$ cat src/hsc_pkg.sv
// shared types, constants and helper functions for the secded encoder and checker
package hsc_pkg;

    localparam int MAX_BLOCK_BITS = 32;
    localparam int MAX_DATA_BITS  = 26;
    localparam int LEN_W          = 5;
    localparam int POS_W          = 5;
    localparam int SYN_W          = 5;
    localparam int CODE_W         = 2;

    localparam logic [LEN_W-1:0] LEN_BLK16 = LEN_W'(5);
    localparam logic [LEN_W-1:0] LEN_BLK32 = LEN_W'(12);

    typedef enum logic [CODE_W-1:0] {
        BLK_8  = 2'd0,
        BLK_16 = 2'd1,
        BLK_32 = 2'd2
    } t_blk_code;

    typedef struct packed {
        logic [MAX_DATA_BITS-1:0] data_bits;
        logic [LEN_W-1:0]         data_length;
        logic                     inject_error;
        logic [POS_W-1:0]         error_position;
    } t_in_beat;

    typedef struct packed {
        logic [MAX_BLOCK_BITS-1:0] codeword;
        logic [MAX_BLOCK_BITS-1:0] received;
        logic [CODE_W-1:0]         block_size_code;
        logic [SYN_W-1:0]          syndrome;
        logic                      overall_parity;
        logic                      error_found;
    } t_out_beat;

    typedef struct packed {
        logic [MAX_BLOCK_BITS-1:0] word;
        logic [MAX_BLOCK_BITS-1:0] flip;
        t_blk_code                 code;
    } t_place_beat;

    typedef struct packed {
        logic [MAX_BLOCK_BITS-1:0] codeword;
        logic [MAX_BLOCK_BITS-1:0] received;
        t_blk_code                 code;
    } t_enc_beat;

    // codeword position of the idx-th data bit
    function automatic logic [POS_W-1:0] data_pos(input int idx);
        int               cnt;
        logic [POS_W-1:0] res;
        cnt = 0;
        res = '0;
        for (int p = 1; p < MAX_BLOCK_BITS; p++) begin
            if ((p & (p - 1)) != 0) begin
                if (cnt == idx) begin
                    res = POS_W'(p);
                end
                cnt++;
            end
        end
        return res;
    endfunction

    // positions whose index has bit j set
    function automatic logic [MAX_BLOCK_BITS-1:0] sel_mask(input int j);
        logic [MAX_BLOCK_BITS-1:0] m;
        m = '0;
        for (int p = 0; p < MAX_BLOCK_BITS; p++) begin
            m[p] = ((p >> j) & 1) != 0;
        end
        return m;
    endfunction

    function automatic logic in_block(input logic [POS_W-1:0] pos, input t_blk_code code);
        logic res;
        case (code)
            BLK_8:   res = (pos[POS_W-1:3] == '0);
            BLK_16:  res = (pos[POS_W-1:4] == '0);
            BLK_32:  res = 1'b1;
            default: res = 1'b1;
        endcase
        return res;
    endfunction

endpackage

$ cat src/hsc_place.sv
// first stage: block size selection, data placement and flip mask
module hsc_place import hsc_pkg::*; (
    input  logic        i_clk,
    input  logic        i_rst_n,
    input  logic        i_valid,
    output logic        o_stall,
    input  t_in_beat    i_beat,
    output logic        o_valid,
    input  logic        i_stall,
    output t_place_beat o_beat
);

    logic        r_valid;
    t_place_beat r_beat;
    t_place_beat n_beat;
    t_blk_code   code;
    logic        flip_en;

    always_comb begin
        if (i_beat.data_length < LEN_BLK16) begin
            code = BLK_8;
        end else if (i_beat.data_length < LEN_BLK32) begin
            code = BLK_16;
        end else begin
            code = BLK_32;
        end
    end

    always_comb begin
        n_beat      = '0;
        n_beat.code = code;
        for (int k = 0; k < MAX_DATA_BITS; k++) begin
            if (i_beat.data_bits[k] && (LEN_W'(k) < i_beat.data_length)
                && in_block(data_pos(k), code)) begin
                n_beat.word[data_pos(k)] = 1'b1;
            end
        end
        flip_en = i_beat.inject_error && in_block(i_beat.error_position, code);
        if (flip_en) begin
            n_beat.flip[i_beat.error_position] = 1'b1;
        end
    end

    assign o_stall = r_valid && i_stall;

    always_ff @(posedge i_clk) begin
        if (!i_rst_n) begin
            r_valid <= 1'b0;
        end else if (!o_stall) begin
            r_valid <= i_valid;
        end
    end

    always_ff @(posedge i_clk) begin
        if (i_valid && !o_stall) begin
            r_beat <= n_beat;
        end
    end

    assign o_valid = r_valid;
    assign o_beat  = r_beat;

endmodule

$ cat src/hsc_encode.sv
// second stage: hamming and overall parity, error flip
module hsc_encode import hsc_pkg::*; (
    input  logic        i_clk,
    input  logic        i_rst_n,
    input  logic        i_valid,
    output logic        o_stall,
    input  t_place_beat i_beat,
    output logic        o_valid,
    input  logic        i_stall,
    output t_enc_beat   o_beat
);

    logic                      r_valid;
    t_enc_beat                 r_beat;
    t_enc_beat                 n_beat;
    logic [MAX_BLOCK_BITS-1:0] cw;

    always_comb begin
        cw = i_beat.word;
        for (int j = 0; j < SYN_W; j++) begin
            cw[1 << j] = ^(i_beat.word & sel_mask(j));
        end
        cw[0]           = ^cw[MAX_BLOCK_BITS-1:1];
        n_beat.codeword = cw;
        n_beat.received = cw ^ i_beat.flip;
        n_beat.code     = i_beat.code;
    end

    assign o_stall = r_valid && i_stall;

    always_ff @(posedge i_clk) begin
        if (!i_rst_n) begin
            r_valid <= 1'b0;
        end else if (!o_stall) begin
            r_valid <= i_valid;
        end
    end

    always_ff @(posedge i_clk) begin
        if (i_valid && !o_stall) begin
            r_beat <= n_beat;
        end
    end

    assign o_valid = r_valid;
    assign o_beat  = r_beat;

endmodule

$ cat src/hsc_check.sv
// third stage: syndrome, overall parity and error flag of the received word
module hsc_check import hsc_pkg::*; (
    input  logic      i_clk,
    input  logic      i_rst_n,
    input  logic      i_valid,
    output logic      o_stall,
    input  t_enc_beat i_beat,
    output logic      o_valid,
    input  logic      i_stall,
    output t_out_beat o_beat
);

    logic             r_valid;
    t_out_beat        r_beat;
    t_out_beat        n_beat;
    logic [SYN_W-1:0] syn;

    always_comb begin
        for (int j = 0; j < SYN_W; j++) begin
            syn[j] = ^(i_beat.received & sel_mask(j));
        end
        n_beat.codeword        = i_beat.codeword;
        n_beat.received        = i_beat.received;
        n_beat.block_size_code = i_beat.code;
        n_beat.syndrome        = syn;
        n_beat.overall_parity  = ^i_beat.received;
        n_beat.error_found     = |syn;
    end

    assign o_stall = r_valid && i_stall;

    always_ff @(posedge i_clk) begin
        if (!i_rst_n) begin
            r_valid <= 1'b0;
        end else if (!o_stall) begin
            r_valid <= i_valid;
        end
    end

    always_ff @(posedge i_clk) begin
        if (i_valid && !o_stall) begin
            r_beat <= n_beat;
        end
    end

    assign o_valid = r_valid;
    assign o_beat  = r_beat;

endmodule

$ cat src/hamming_secded_encode_check.sv
// top level of the extended hamming secded encoder and checker
// Takes one beat per clock while o_in_stall is low and returns one result
// beat per input beat. The work is split over three register stages: data
// placement and block size, parity generation with the optional single-bit
// flip, and the syndrome and parity check of the received word; the last
// stage register is the output. Each stage holds its beat while the next
// one stalls and fills bubbles, so a stall loses nothing and a full
// pipeline holds three beats. There is no stored state beyond the pipeline
// and no configuration.
module hamming_secded_encode_check import hsc_pkg::*; (
    input  logic      i_clk,
    input  logic      i_rst_n,
    input  logic      i_in_valid,
    output logic      o_in_stall,
    input  t_in_beat  i_in_beat,
    output logic      o_out_valid,
    input  logic      i_out_stall,
    output t_out_beat o_out_beat
);

    logic        place_valid;
    logic        place_stall;
    t_place_beat place_beat;
    logic        enc_valid;
    logic        enc_stall;
    t_enc_beat   enc_beat;

    hsc_place u_place (
        .i_clk   (i_clk),
        .i_rst_n (i_rst_n),
        .i_valid (i_in_valid),
        .o_stall (o_in_stall),
        .i_beat  (i_in_beat),
        .o_valid (place_valid),
        .i_stall (place_stall),
        .o_beat  (place_beat)
    );

    hsc_encode u_encode (
        .i_clk   (i_clk),
        .i_rst_n (i_rst_n),
        .i_valid (place_valid),
        .o_stall (place_stall),
        .i_beat  (place_beat),
        .o_valid (enc_valid),
        .i_stall (enc_stall),
        .o_beat  (enc_beat)
    );

    hsc_check u_check (
        .i_clk   (i_clk),
        .i_rst_n (i_rst_n),
        .i_valid (enc_valid),
        .o_stall (enc_stall),
        .i_beat  (enc_beat),
        .o_valid (o_out_valid),
        .i_stall (i_out_stall),
        .o_beat  (o_out_beat)
    );

`ifndef SYNTHESIS
    a_flag_matches_syndrome: assert property (@(posedge i_clk) disable iff (!i_rst_n)
        o_out_valid |-> (o_out_beat.error_found == (o_out_beat.syndrome != '0)))
        else $error("error flag disagrees with syndrome");

    a_parity_marks_flip: assert property (@(posedge i_clk) disable iff (!i_rst_n)
        o_out_valid |-> (o_out_beat.overall_parity
                         == (o_out_beat.received != o_out_beat.codeword)))
        else $error("overall parity does not reflect the flip");

    a_clean_word_zero_syndrome: assert property (@(posedge i_clk) disable iff (!i_rst_n)
        (o_out_valid && (o_out_beat.received == o_out_beat.codeword))
        |-> (o_out_beat.syndrome == '0))
        else $error("unflipped codeword has nonzero syndrome");

    a_small_block_high_zero: assert property (@(posedge i_clk) disable iff (!i_rst_n)
        (o_out_valid && (o_out_beat.block_size_code == BLK_8))
        |-> (o_out_beat.received[MAX_BLOCK_BITS-1:8] == '0))
        else $error("bits above the 8-bit block are set");
`endif

endmodule

$ cat config.mk
export PLATFORM = sky130hd
export DESIGN_NAME = hamming_secded_encode_check
export DESIGN_NICKNAME = d
export VERILOG_FILES = /design/src/hsc_pkg.sv /design/src/hsc_place.sv /design/src/hsc_encode.sv /design/src/hsc_check.sv /design/src/hamming_secded_encode_check.sv
export SDC_FILE = /design/constraint.sdc
export NUM_CORES = 1
export LEC_CHECK = 0
export ABC_AREA = 1
export ABC_CLOCK_PERIOD_IN_PS = 10900
export BUFFER_PORTS_ARGS = -buffer_cell sky130_fd_sc_hd__buf_2
export CORE_ASPECT_RATIO = 0.75
export CORE_MARGIN = 2
export CORE_UTILIZATION = 45
export DETAILED_ROUTE_END_ITERATION = 10
export PLACE_DENSITY = 0.77
export SLEW_MARGIN = 10
export SYNTH_ARGS = -nofsm -noshare
export SYNTH_HDL_FRONTEND = slang
export SYNTH_SLANG_ARGS = --single-unit
export TNS_END_PERCENT = 1
$ cat constraint.sdc
create_clock -name i_clk -period 10.9 [get_ports i_clk]
set_clock_uncertainty 0.2 [all_clocks]
set_input_delay 0.545 -clock i_clk [delete_from_list [all_inputs] [get_ports i_clk]]
set_output_delay 0.545 -clock i_clk [all_outputs]
set_load 0.01 [all_outputs]
==> impl_results.md <==
- Fin worst setup slack: between 8000 and 9000 ps
- Seq/Total Area, Yosys: 66.8%
- Distinct cell type count of the synthesized netlist: 27
- Overall Power: 1.89 mW
- Setup crit end kind: register
- Buffer count from post-CTS setup fixing: 0
- Timing-limited maximum frequency: between 400 and 500 MHz
- Number of flops mapped to enable cells by yosys: approximately 200
- Largest family of logic cells by synthesized area: simple AND/OR/NAND/NOR gates
- Dpl hpwl: 13.7 mm
- Max Cap Violations: 0
- Die Footprint: between 20000 and 25000 µm²
- CTS Buffer Depth: 3
- Clk pin slew, worst setup/hold paths: approximately 70 ps
- Clock latency on the worst-skew pair: a little over 500 ps
- Clock Sink Count: between 200 and 250
- Compound-cell area share of the yosys netlist: approximately 1.4%
- Top cell type's share of synthesized area: 66.2%
- Element type at the critical path start: register
- Top-level port count: ~120
- Instance count along the most critical hold path: 3
- Starting density of the core: a little under half
- Placeable Area: ~19000 µm²
- Critical Path End: u_encode.o_beat[2]
- Path type of the worst min-delay path: primary input to register
- Final setup vio count: 0
- Area share of fa/ha/maj cells after synthesis: 0%
- Synthesized netlist cell count: roughly 800
- Post-route antenna net violation count: 0
- Placed standard-cell area: roughly 9900 µm²
- Unrepaired setup endpoints after global routing: false
- CTS tree: built
- Final standard cell utilization of the core: between 50% and 60%
- FF-to-FF End: u_encode.o_beat[2]
- Clock root buffer master: sky130_fd_sc_hd__clkbuf_16
- Worst vdd rail ir drop: 104 µV
- Largest stage delay on the critical path: 550 ps
- Finished layout cell area: around 11000 µm²
- Biggest area contributors in the synthesized netlist: sky130_fd_sc_hd__edfxtp_1, sky130_fd_sc_hd__nand2_1, sky130_fd_sc_hd__xor2_1, sky130_fd_sc_hd__xnor2_1, sky130_fd_sc_hd__nand2_2
- Vias in the first global route: 5654
- Number of buffers and inverters on the critical path: 2
- Final hold vios: 0
- CTS HTree Levels: 1
- Synthesized area: 9030 µm²
- Share of synthesized registers carrying an async set or reset: 0%
- Global-route usage over all layers: between 10% and 20%
- Post-route setup TNS: 0 ps
- Post-place setup slack: about 8500 ps
- Number of input and output port buffers inserted: ~120
- Proportion of power drawn by combinational gates: 14.3%
- Clock buffers created by TritonCTS: 20
- Overall overflow remaining after global route: 0
- First-pass GRT wire length: just under 30 mm
- Depth of the critical timing path with buffers and inverters included: 17
- Result of the run: complete, no violations
- Seq cells post-synth: between 200 and 250
- Initial DRC Count: just over 600
- Growth of design area from synthesis to finish: 17.1%
- Average size of a mapped cell: 11.2 µm²
- Logic depth of the worst register-to-register path: 17
- Kind of cell with the highest combined delay on the critical path: simple AND/OR/NAND/NOR gates
- Synthesized net count: approximately 850
- Multiplexer share of the synthesized area: 0%
- Total number of placement rows: 44
- Area taken by flip-flops and latches: slightly above 6000 µm²
- Critical-path top delay cell: sky130_fd_sc_hd__edfxtp_1
- Sequential group share of total power: between 50% and 60%
- Kind of critical path: register to register
- Most frequent cell after synthesis: sky130_fd_sc_hd__nand2_1
- Post-synthesis share of cell area spent on and, or, nand and nor gates: 19.3%
- Transition time of the tightest slew-check pin: 950 ps
- Series of cell instances along the critical path: inv_1, nand2_1, nand2_1, nand2_1, nand2_1, nand2_1, nand2_1, inv_1, nand2_2, nand2_2, nand2_1, nand3_1, nand2_1, nand2_1, nand3_1, nand3_1, nand2_1
- Final routed DRC violation total: 0
- Global placement routability congestion: ~0.9
- Switching power share of the total: between 20 and 30%
- Minimum clock period: 2400 ps
- Max_slew headroom: a little over a third
- Final Max Tran Viols: 0
- Top cells by count, synth: sky130_fd_sc_hd__nand2_1, sky130_fd_sc_hd__edfxtp_1, sky130_fd_sc_hd__nor2_1, sky130_fd_sc_hd__inv_1, sky130_fd_sc_hd__xor2_1
- Share of layout cells above drive strength 1: between 20% and 30%
- Area share of xor/xnor cells in the synthesized design: under 10%
- Arrival time reported for the critical path endpoint: around 2500 ps
- Synth Flop Type: sky130_fd_sc_hd__edfxtp_1
- Startpoint of the worst-slack reg-to-reg timing path: u_place.o_beat[55]
- Warning count from the yosys run: 0
- Fin crit share: 22.0%
- Max Fanout on Critical Path: 7
- Net Switching: 483 µW
- First drt pass iteration count: 6
- Most prevalent standard cell on the critical path: sky130_fd_sc_hd__nand2_1
- Share of total power in the clock network: 35.6%
- Combined area of the multi-input logic cells: 2690 µm²
- Count of instances resized after the clock tree is built: 0
- Horiz. Die Dim: roughly 170 µm
- Cell type contributing the most total cell area after synthesis: sky130_fd_sc_hd__edfxtp_1
- Number of buffers inserted for hold repair after clock tree synthesis: 0
- Overall via count from detail_route: about 6000
- Cell-internal power: 1.40 mW
- Routed wire length: about 19 mm
- Launch point of the critical path: u_place.o_beat[55]
- Die H: 127 µm
- Reported leakage power: 4.49 nW
- Detailed-route wire length per cell: 15.5 µm
- Number of filler instances in the final layout: about 1700
- Avg Vias per Cell: about 5
- Pin count of the biggest net entering global routing: 74
- Required time at the endpoint of the critical path: approximately 11000 ps
- Antenna violations before repair: 1
- Reg2Reg Setup Slack: 8500 ps
- Power density over the cells: 178 nW/µm²
- Layout Nets: slightly below 1000
==> power groups by stage <==
stage          clock [mW]  sequential [mW]  combinational (mW)
2_1_floorplan           0            0.954               0.202
6_report            0.672            0.943               0.270
3_5_place_dp            0            0.960               0.270
4_1_cts             0.682            0.944               0.272
5_1_grt             0.713            0.948               0.304
3_3_place_gp            0            0.957               0.261
==> metal layers <==
layer	vias to the layer above	wire length (µm)	part of all wire (%)	GRT usage [%]
met3	36	1510	8.0	3.65
li1	2896	-	-	-
met2	250	8120	43	27.7
met4	0	425	2.3	4.65
met1	2735	8690	46	26.4
met5	-	0	0	0
==> tightest hold or removal path: cells and delay by family <==
family	cells	cell delay (ps)
buffers and inverters	1	90
AND/OR/NAND/NOR	2	110
==> worst min path at each step <==
stage,start,to,slack (ps)
after floorplan,u_encode.o_beat[34],u_check.o_beat[41],200
after global placement,u_encode.o_beat[47],u_check.o_beat[54],200
after detailed placement,u_encode.o_beat[62],u_check.o_beat[69],210
after CTS,i_in_valid,u_place.o_valid,70
after global routing,i_in_valid,u_place.o_valid,110
final,i_in_valid,u_place.o_valid,80
==> placed cells by master (no fill, tap or decap), types with 4 or more instances in the layout <==
cell type and count:
sky130_fd_sc_hd__clkinv_2 4, sky130_fd_sc_hd__buf_2 115, sky130_fd_sc_hd__inv_1 58, sky130_fd_sc_hd__nand3_2 5, sky130_fd_sc_hd__clkbuf_16 20, sky130_fd_sc_hd__nand2_1 258, sky130_fd_sc_hd__xor2_1 44, sky130_fd_sc_hd__a21oi_1 4
sky130_fd_sc_hd__nor2_1 64, sky130_fd_sc_hd__xnor2_1 42, sky130_fd_sc_hd__nand3_1 29, sky130_fd_sc_hd__o21ai_0 7, sky130_fd_sc_hd__inv_2 20, sky130_fd_sc_hd__edfxtp_1 199, sky130_fd_sc_hd__nand2_2 40
==> registers in the layout (all words and copies together) (netlist names) <==
signal and count:
u_check.o_beat 73, u_encode.o_beat 66, u_place.o_beat 60, u_check.o_valid 1, u_encode.o_valid 1, u_place.o_valid 1
==> per-stage QoR <==
stage,hold WS (ps),instances
6_report,84.1,1205
5_1_grt,115,1205
4_1_cts,71.9,1204
3_5_place_dp,205,1170
3_3_place_gp,201,1170
2_1_floorplan,200,804
==> final cells by class <==
| cell class | instances | share of cell area [%] |
|---|---|---|
| clock inverter | 11 | 1.15 |
| multi-input combinational | 517 | 25.4 |
| sequential | 202 | 57.1 |
| clock buffer | 23 | 4.84 |
| inverter | 80 | 2.86 |
| tap | 253 | 2.99 |
| antenna | 1 | 0.0237 |
| timing repair buffer | 118 | 5.65 |
==> cells by family (layout without fill, tap and decap cells) <==
group,Yosys count,count (layout)
AOI/OAI and AO/OA,20,20
xor gates and xnor gates,89,89
buffers and inverters,85,232
DFF,202,202
other,0,1
and+or+nand+nor,408,408
Note: power is estimated with default switching activity, not from simulation.
